--- src/rtl/fraction_arith_unit_macros.svh ---
// ----------------------------------------------------------------------------
// fraction_arith_unit_macros
// Assertion macros for the fraction arithmetic unit.
// ----------------------------------------------------------------------------
`ifndef FRACTION_ARITH_UNIT_MACROS_SVH
`define FRACTION_ARITH_UNIT_MACROS_SVH

// Implication checked at every clock edge outside reset.
`define FAU_ASSERT_IMPL(label, clk, rst, ante, cons, msg) \
  label: assert property (@(posedge clk) disable iff (rst) (ante) |-> (cons)) \
    else $error(msg);

// Implication checked in the cycle after the antecedent.
`define FAU_ASSERT_NEXT(label, clk, rst, ante, cons, msg) \
  label: assert property (@(posedge clk) disable iff (rst) (ante) |=> (cons)) \
    else $error(msg);

`endif

--- src/rtl/fau_pkg.sv ---
// ----------------------------------------------------------------------------
// fau_pkg
// Shared types and codes for the fraction arithmetic unit.
// ----------------------------------------------------------------------------
`timescale 1ns / 1ps
`default_nettype none
package fau_pkg;

  localparam int unsigned DW = 32;

  typedef enum logic [2:0] {
    CMD_REDUCE = 3'd0,
    CMD_RADD   = 3'd1,
    CMD_ADD    = 3'd2,
    CMD_SUB    = 3'd3,
    CMD_MUL    = 3'd4,
    CMD_DIV    = 3'd5
  } cmd_t;

  typedef enum logic [3:0] {
    ST_IDLE,
    ST_MUL0,
    ST_MUL1,
    ST_MUL2,
    ST_COMB,
    ST_EUC_START,
    ST_EUC_WAIT,
    ST_DN_START,
    ST_DN_WAIT,
    ST_DD_START,
    ST_DD_WAIT,
    ST_DONE
  } state_t;

  // Request to the shared divider.
  typedef struct packed {
    logic          start;
    logic [DW-1:0] dividend;
    logic [DW-1:0] divisor;
  } div_req_t;

  // Response from the shared divider.
  typedef struct packed {
    logic          done;
    logic [DW-1:0] quot;
    logic [DW-1:0] rem;
  } div_rsp_t;

endpackage
`default_nettype wire

--- src/rtl/fraction_arith_unit.sv ---
// Add, subtract, multiply and divide pass three times through one shared
// 32x32 multiplier and then a combine state before the result is offered.
// Reducing commands (reduce, reducing add) then run Euclid remainder steps and
// two divisions on the shared divider; reduce skips the multiplier. Only one item
// is in flight; a new item is taken the cycle after the result leaves.
// Reset: synchronous, active high; clears the sequencer.
// ----------------------------------------------------------------------------
// fraction_arith_unit
// Rational arithmetic on two signed fractions with Euclid reduction.
// ----------------------------------------------------------------------------
`timescale 1ns / 1ps
`default_nettype none
`include "fraction_arith_unit_macros.svh"
module fraction_arith_unit
  import fau_pkg::*;
(
  input  wire logic          clk,
  input  wire logic          rst,
  input  wire logic          in_valid,
  output logic               in_ready,
  input  wire logic [2:0]    command,
  input  wire logic [DW-1:0] num_a,
  input  wire logic [DW-1:0] den_a,
  input  wire logic [DW-1:0] num_b,
  input  wire logic [DW-1:0] den_b,
  output logic               out_valid,
  input  wire logic          out_ready,
  output logic [DW-1:0]      res_num,
  output logic [DW-1:0]      res_den,
  output logic               status
);

  state_t state;
  state_t state_next;

  // Operand registers for the item in flight.
  logic [2:0]    cmd;
  logic [DW-1:0] na, da, nb, db;
  // Products from the shared multiplier.
  logic [DW-1:0] p0, p1;
  // Fraction to reduce, and the Euclid pair.
  logic [DW-1:0] rn, rd, ex, ey;

  // Shared multiplier: one product per cycle, operands chosen by the state.
  logic [DW-1:0] mul_x, mul_y, mul_p;
  logic [DW-1:0] mul_r;

  div_req_t req;
  div_rsp_t rsp;

  fau_divider u_div (
    .clk (clk),
    .rst (rst),
    .req (req),
    .rsp (rsp)
  );

  // For add forms: p0 = na*db, p1 = da*nb, then da*db.
  // Multiply: p0 = na*nb, then da*db. Divide: p0 = na*db, p1 = da*nb.
  always_comb begin
    mul_x = na;
    mul_y = db;
    unique case (state)
      ST_MUL0: begin
        mul_x = na;
        mul_y = (cmd == CMD_MUL) ? nb : db;
      end
      ST_MUL1: begin
        mul_x = da;
        mul_y = nb;
      end
      ST_MUL2: begin
        mul_x = da;
        mul_y = db;
      end
      default: begin
        mul_x = na;
        mul_y = db;
      end
    endcase
    mul_p = DW'(mul_x * mul_y);
  end

  always_ff @(posedge clk) begin
    mul_r <= mul_p;
  end

  // Next-state logic.
  always_comb begin
    state_next = state;
    unique case (state)
      ST_IDLE: begin
        if (in_valid) begin
          state_next = (command == CMD_REDUCE) ? ST_COMB : ST_MUL0;
        end
      end
      ST_MUL0:      state_next = ST_MUL1;
      ST_MUL1:      state_next = ST_MUL2;
      ST_MUL2:      state_next = ST_COMB;
      ST_COMB: begin
        if ((cmd == CMD_REDUCE) || (cmd == CMD_RADD)) begin
          state_next = ST_EUC_START;
        end else begin
          state_next = ST_DONE;
        end
      end
      ST_EUC_START: state_next = (rd == '0) ? ST_DONE : ST_EUC_WAIT;
      ST_EUC_WAIT: begin
        if (rsp.done) begin
          state_next = (rsp.rem == '0) ? ST_DN_START : ST_EUC_WAIT;
        end
      end
      ST_DN_START:  state_next = ST_DN_WAIT;
      ST_DN_WAIT:   state_next = rsp.done ? ST_DD_START : ST_DN_WAIT;
      ST_DD_START:  state_next = ST_DD_WAIT;
      ST_DD_WAIT:   state_next = rsp.done ? ST_DONE : ST_DD_WAIT;
      ST_DONE:      state_next = out_ready ? ST_IDLE : ST_DONE;
      default:      state_next = ST_IDLE;
    endcase
  end

  // Output and divider request decode. Each Euclid request is built from the
  // values that the pair registers take at the same edge.
  always_comb begin
    in_ready     = (state == ST_IDLE);
    out_valid    = (state == ST_DONE);
    req.start    = 1'b0;
    req.dividend = ex;
    req.divisor  = ey;
    unique case (state)
      ST_EUC_START: begin
        req.start    = (rd != '0);
        req.dividend = rn;
        req.divisor  = rd;
      end
      ST_EUC_WAIT: begin
        req.start    = rsp.done && (rsp.rem != '0);
        req.dividend = ey;
        req.divisor  = rsp.rem;
      end
      ST_DN_START: begin
        req.start    = 1'b1;
        req.dividend = rn;
      end
      ST_DD_START: begin
        req.start    = 1'b1;
        req.dividend = rd;
      end
      default: req.start = 1'b0;
    endcase
  end

  always_ff @(posedge clk) begin
    if (rst) begin
      state <= ST_IDLE;
    end else begin
      state <= state_next;
    end
  end

  // Datapath registers.
  always_ff @(posedge clk) begin
    unique case (state)
      ST_IDLE: begin
        if (in_valid) begin
          cmd <= command;
          na  <= num_a;
          da  <= den_a;
          nb  <= num_b;
          db  <= den_b;
          rn  <= num_a;
          rd  <= den_a;
        end
      end
      ST_MUL1: p0 <= mul_r;
      ST_MUL2: p1 <= mul_r;
      ST_COMB: begin
        // The third product lands here; combine per command.
        if (cmd != CMD_REDUCE) begin
          rd <= mul_r;
          unique case (cmd) inside
            CMD_SUB: begin
              rn <= p0 - p1;
            end
            CMD_MUL: begin
              rn <= p0;
            end
            CMD_DIV: begin
              rn <= p0;
              rd <= p1;
            end
            CMD_RADD, CMD_ADD: begin
              rn <= p0 + p1;
            end
            default: begin
              rn <= '0;
              rd <= '0;
            end
          endcase
        end
        status <= 1'b0;
      end
      ST_EUC_START: begin
        ex <= rn;
        ey <= rd;
        if (rd == '0) begin
          rn     <= '0;
          status <= 1'b1;
        end
      end
      ST_EUC_WAIT: begin
        // Euclid step: (x, y) <- (y, x rem y) until the remainder is zero.
        if (rsp.done && (rsp.rem != '0)) begin
          ex <= ey;
          ey <= rsp.rem;
        end
      end
      ST_DN_WAIT: if (rsp.done) rn <= rsp.quot;
      ST_DD_WAIT: if (rsp.done) rd <= rsp.quot;
      default: begin
      end
    endcase
  end

  assign res_num = rn;
  assign res_den = rd;

  `FAU_ASSERT_IMPL(a_ready_idle, clk, rst, in_ready && out_valid, 1'b0,
                   "ready and valid together")
  `FAU_ASSERT_IMPL(a_err_zero, clk, rst, out_valid && status,
                   (res_num == '0) && (res_den == '0), "error result not zero")
  `FAU_ASSERT_NEXT(a_out_hold, clk, rst, out_valid && !out_ready, out_valid,
                   "result dropped")

endmodule
`default_nettype wire

--- src/rtl/fau_divider.sv ---
// ----------------------------------------------------------------------------
// fau_divider
// Radix-2 signed divider with truncating quotient and remainder.
// ----------------------------------------------------------------------------
`timescale 1ns / 1ps
`default_nettype none
module fau_divider
  import fau_pkg::*;
(
  input  wire logic     clk,
  input  wire logic     rst,
  input  wire div_req_t req,
  output div_rsp_t      rsp
);

  logic [DW-1:0]         rem_q;
  logic [DW-1:0]         quo_q;
  logic [DW-1:0]         dvs;
  logic [$clog2(DW)-1:0] cnt;
  logic                  busy;
  logic                  done;
  logic                  neg_q;
  logic                  neg_r;
  logic [DW:0]           trial;
  logic [DW-1:0]         rem_sh;

  // The remainder is shifted one bit and the divisor trial subtracted.
  always_comb begin
    rem_sh = {rem_q[DW-2:0], quo_q[DW-1]};
    trial  = {1'b0, rem_sh} - {1'b0, dvs};
  end

  always_ff @(posedge clk) begin
    if (rst) begin
      busy <= 1'b0;
      done <= 1'b0;
      cnt  <= '0;
    end else begin
      done <= 1'b0;
      if (req.start) begin
        busy  <= 1'b1;
        cnt   <= '0;
        rem_q <= '0;
        quo_q <= req.dividend[DW-1] ? (~req.dividend + 1'b1) : req.dividend;
        dvs   <= req.divisor[DW-1] ? (~req.divisor + 1'b1) : req.divisor;
        neg_q <= req.dividend[DW-1] ^ req.divisor[DW-1];
        neg_r <= req.dividend[DW-1];
      end else if (busy) begin
        if (!trial[DW]) begin
          rem_q <= trial[DW-1:0];
          quo_q <= {quo_q[DW-2:0], 1'b1};
        end else begin
          rem_q <= rem_sh;
          quo_q <= {quo_q[DW-2:0], 1'b0};
        end
        cnt <= cnt + 1'b1;
        if (&cnt) begin
          busy <= 1'b0;
          done <= 1'b1;
        end
      end
    end
  end

  always_comb begin
    rsp.done = done;
    rsp.quot = neg_q ? (~quo_q + 1'b1) : quo_q;
    rsp.rem  = neg_r ? (~rem_q + 1'b1) : rem_q;
  end

endmodule
`default_nettype wire
--- config.mk ---
export PLATFORM = sky130hd
export DESIGN_NAME = fraction_arith_unit
export DESIGN_NICKNAME = d
export VERILOG_FILES = /design/src/rtl/fau_pkg.sv /design/src/rtl/fraction_arith_unit.sv /design/src/rtl/fau_divider.sv
export VERILOG_INCLUDE_DIRS = /design/src /design/src/rtl
export SDC_FILE = /design/constraint.sdc
export NUM_CORES = 2
export LEC_CHECK = 0
export BUFFER_PORTS_ARGS = -buffer_cell sky130_fd_sc_hd__buf_2
export CORE_MARGIN = 5
export CORE_UTILIZATION = 55
export DETAILED_ROUTE_END_ITERATION = 6
export MAX_ROUTING_LAYER = met4
export PLACE_DENSITY_LB_ADDON = 0.12
export REMOVE_ABC_BUFFERS = 1
export SLEW_MARGIN = 15
export SYNTH_ARGS = -nofsm -noshare
export SYNTH_HDL_FRONTEND = slang
export SYNTH_HIERARCHICAL = 1
export SYNTH_SLANG_ARGS = --single-unit
--- constraint.sdc ---
create_clock -name clk -period 16.4 [get_ports clk]
set_clock_uncertainty 0.2 [all_clocks]
set_input_delay 3.28 -clock clk [delete_from_list [all_inputs] [get_ports clk]]
set_output_delay 3.28 -clock clk [all_outputs]
set_load 0.01 [all_outputs]
==> impl_metrics.yaml <==
synth:
  synth_area_um2: 41100
  yosysTopAreaCell: "edfxtp_1"
  synth_edf_count: 422
  synthArstFlopShare_pct: 0
  synth.avg_cell_area_um2: 9.87
  yosysSeqAreaShare_pct: 32.9
  ys_warn_count: 6
  synth_area_leaders: "edfxtp_1 31%, fa_1 20%, ha_1 5.9%"
  yosys_register_bits: 465
  synthDistinctLibCells: 84
  dominantRegCellSynth: "edfxtp_1"
  synth_top_area_share_pct: 30.9
  syn_inst: 4161
critical_path:
  crit_end: "mul_r[31]$_DFF_P_"
  end_kind: "flop"
  cp_max_fo: 45
  start_kind: "flop"
  reg2reg_setup_slack_ps: 6810
  arrival_ps: 9940
  worstRegToRegCells: 27
  slowest_delay_ps: 930
  timing.rr.start: "state[1]$_SDFFE_PP0P_"
  rr_endpoint: "mul_r[31]$_DFF_P_"
  worstPathRequired_ps: 16750
  worstSetupPathType: "reg2reg"
  startpoint: "state[1]$_SDFFE_PP0P_"
  cp_slowest_cell: "mux2i_2"
  path_common_cell: "fa_1"
clocking:
  holdBufCountCts: 0
  cts_buffer_depth: 3
  cts_tree: "yes"
  h-tree-depth: 2
  cts.clk_slew.worst_paths_ps: 60
  cts_resized: 0
  clk_latency_ps: 620
  cts_buffers: 52
  post_cts_buffers: 0
  cts.sinks: 465
  cts-root-buf: "clkbuf_16"
placed_design:
  port_buffers: 201
  gp_congestion: 0.972
  post-dp-hpwl_um: 95900
  post-place-ws_ps: 6830
  dp_cells: 5201
finish:
  finalNonFillerCells: 5302
  mostFrequentLayoutCell: "nand2_1"
  syn_to_final_growth_pct: 9.32
  drive_gt1_share_pct: 11.4
  finalNetCount: 5024
  final_cell_mix: "530 x nand2_1, 510 x nor2_1, 441 x inv_1, 422 x edfxtp_1, 410 x fa_1"
sta:
  setup_viol: 0
  finalHoldViolCount: 0
  fin_setup_tns_ps: 0
  final-max-slew-violation-count: 0
  period_share_pct: 58.5
  worst_slack_ps: 6810
  whs_ps: 261
  relSlewSlack_pct: 19.2
  rsz0062_at_grt: "false"
  period_needed_ps: 9590
  tightest_slew_ps: 1190
  max_freq_ghz: 0.104
floorplanning:
  pin_count: 202
  die_width_um: 283
  fp.dieH_um: 283
  design.die.area_um2: 80200
  core_area_um2: 74200
  rows: 100
  start_util_pct: 55.4
grt:
  grt_pass1_vias: 32620
  grt_first_pass_wirelength_um: 194000
  grt_use_total_pct: 31.7
  grt_max_degree: 75
  antenna_found_initial: 8
  grt-ovfl-total: 0
min_path:
  hold_path_class: "reg2reg"
drt:
  ant_nets: 0
  num_vias: 31684
  dr.pass1.iters: 7
  wirelength_um: 124000
  remaining_drc_errors: 0
  avgViaCountPerCell: 5.98
  wl_per_cell_um: 23.4
  first_iter_violations: 3099
outcome:
  outcome: "completed"
flow_run:
  maxCapViolCount: 0
[cells by family after synthesis]
logic type	count (synthesis)	share of synthesized area, %
muxes	143	3.75
xor gates and xnor gates	287	6.15
adders and majority gates	603	25.9
buffers and inverters	635	6.03
and+or+nand+nor	1357	14.3
DFF	465	32.9
AOI/OAI and AO/OA	671	11.0
[final cells by class]
| class | instances | area (um2) |
|---|---|---|
| well taps | 969 | 1210 |
| diodes | 5 | 12.5 |
| repair buffers | 264 | 1480 |
| clock inverters | 30 | 287 |
| inverters | 442 | 1660 |
| fillers | 6425 | 29300 |
| flip-flops and latches | 465 | 13500 |
| clock buffers | 66 | 1400 |
| multi-input cells | 3061 | 25300 |
[synthesized netlist by cell type, types with 22 or more instances]
master	count
nor4_1	29
a222oi_1	49
mux2i_1	80
a22oi_1	93
edfxtp_1	422
or2_2	36
xor2_1	68
nand2b_1	22
nand3_1	61
or4_1	30
clkbuf_1	168
a21o_1	48
mux2_2	51
ha_1	193
fa_1	410
nor3_1	33
xnor2_1	218
nor2_1	523
o21ai_0	151
a21oi_1	152
inv_1	441
dfxtp_1	43
o31ai_1	42
nand2_1	530
[flip-flops by register name, indices dropped and copies added, names as in the netlist, 5 cells and up]
register and count:
mul_r 32, db 32, u_div/rem_q 32, ex 32
nb 32, ey 32, u_div/dvs 32, na 32
u_div/quo_q 32, da 32, p0 32, res_den 32
res_num 32, u_div/cnt 5, p1 32
[stage by stage]
step,util (%),cell area [um2]
floorplan,-,40300
global placement,58.2,43200
detailed placement,58.2,43200
CTS,60.5,44900
global route,60.5,44900
finish,60.5,44900
[critical path: cells and delay by family, from the launching register on]
| family | cells | cell delay, ps |
|---|---|---|
| DFF | 1 | 530 |
| buffers and inverters | 4 | 1090 |
| muxes | 1 | 930 |
| adders and majority gates | 9 | 3870 |
| AOI/OAI and AO/OA | 9 | 2130 |
| and+or+nand+nor | 3 | 500 |
| xor gates and xnor gates | 1 | 140 |
[worst min path at each step]
stage,from,end,cells past startpoint
3_3_place_gp,mul_r[4]$_DFF_P_,p1[4]$_DFFE_PN_,0
3_5_place_dp,mul_r[2]$_DFF_P_,p1[2]$_DFFE_PN_,0
6_report,mul_r[3]$_DFF_P_,p1[3]$_DFFE_PN_,0
2_1_floorplan,mul_r[0]$_DFF_P_,p0[0]$_DFFE_PN_,0
5_1_grt,mul_r[2]$_DFF_P_,p1[2]$_DFFE_PN_,0
4_1_cts,mul_r[2]$_DFF_P_,p1[2]$_DFFE_PN_,0
[routing by layer]
| metal | vias to the layer above | share of wire (%) | global-route usage (%) |
|---|---|---|---|
| met5 | - | 0 | - |
| met4 | 0 | 5.0 | 12.1 |
| met3 | 322 | 7.6 | 4.80 |
| met2 | 1390 | 48 | 52.1 |
| met1 | 15548 | 40 | 40.2 |
| li1 | 14424 | - | - |
Power is left out: the tool's default activity adds up to more than one toggle a clock period on the data nets, which glitch-free logic cannot reach.
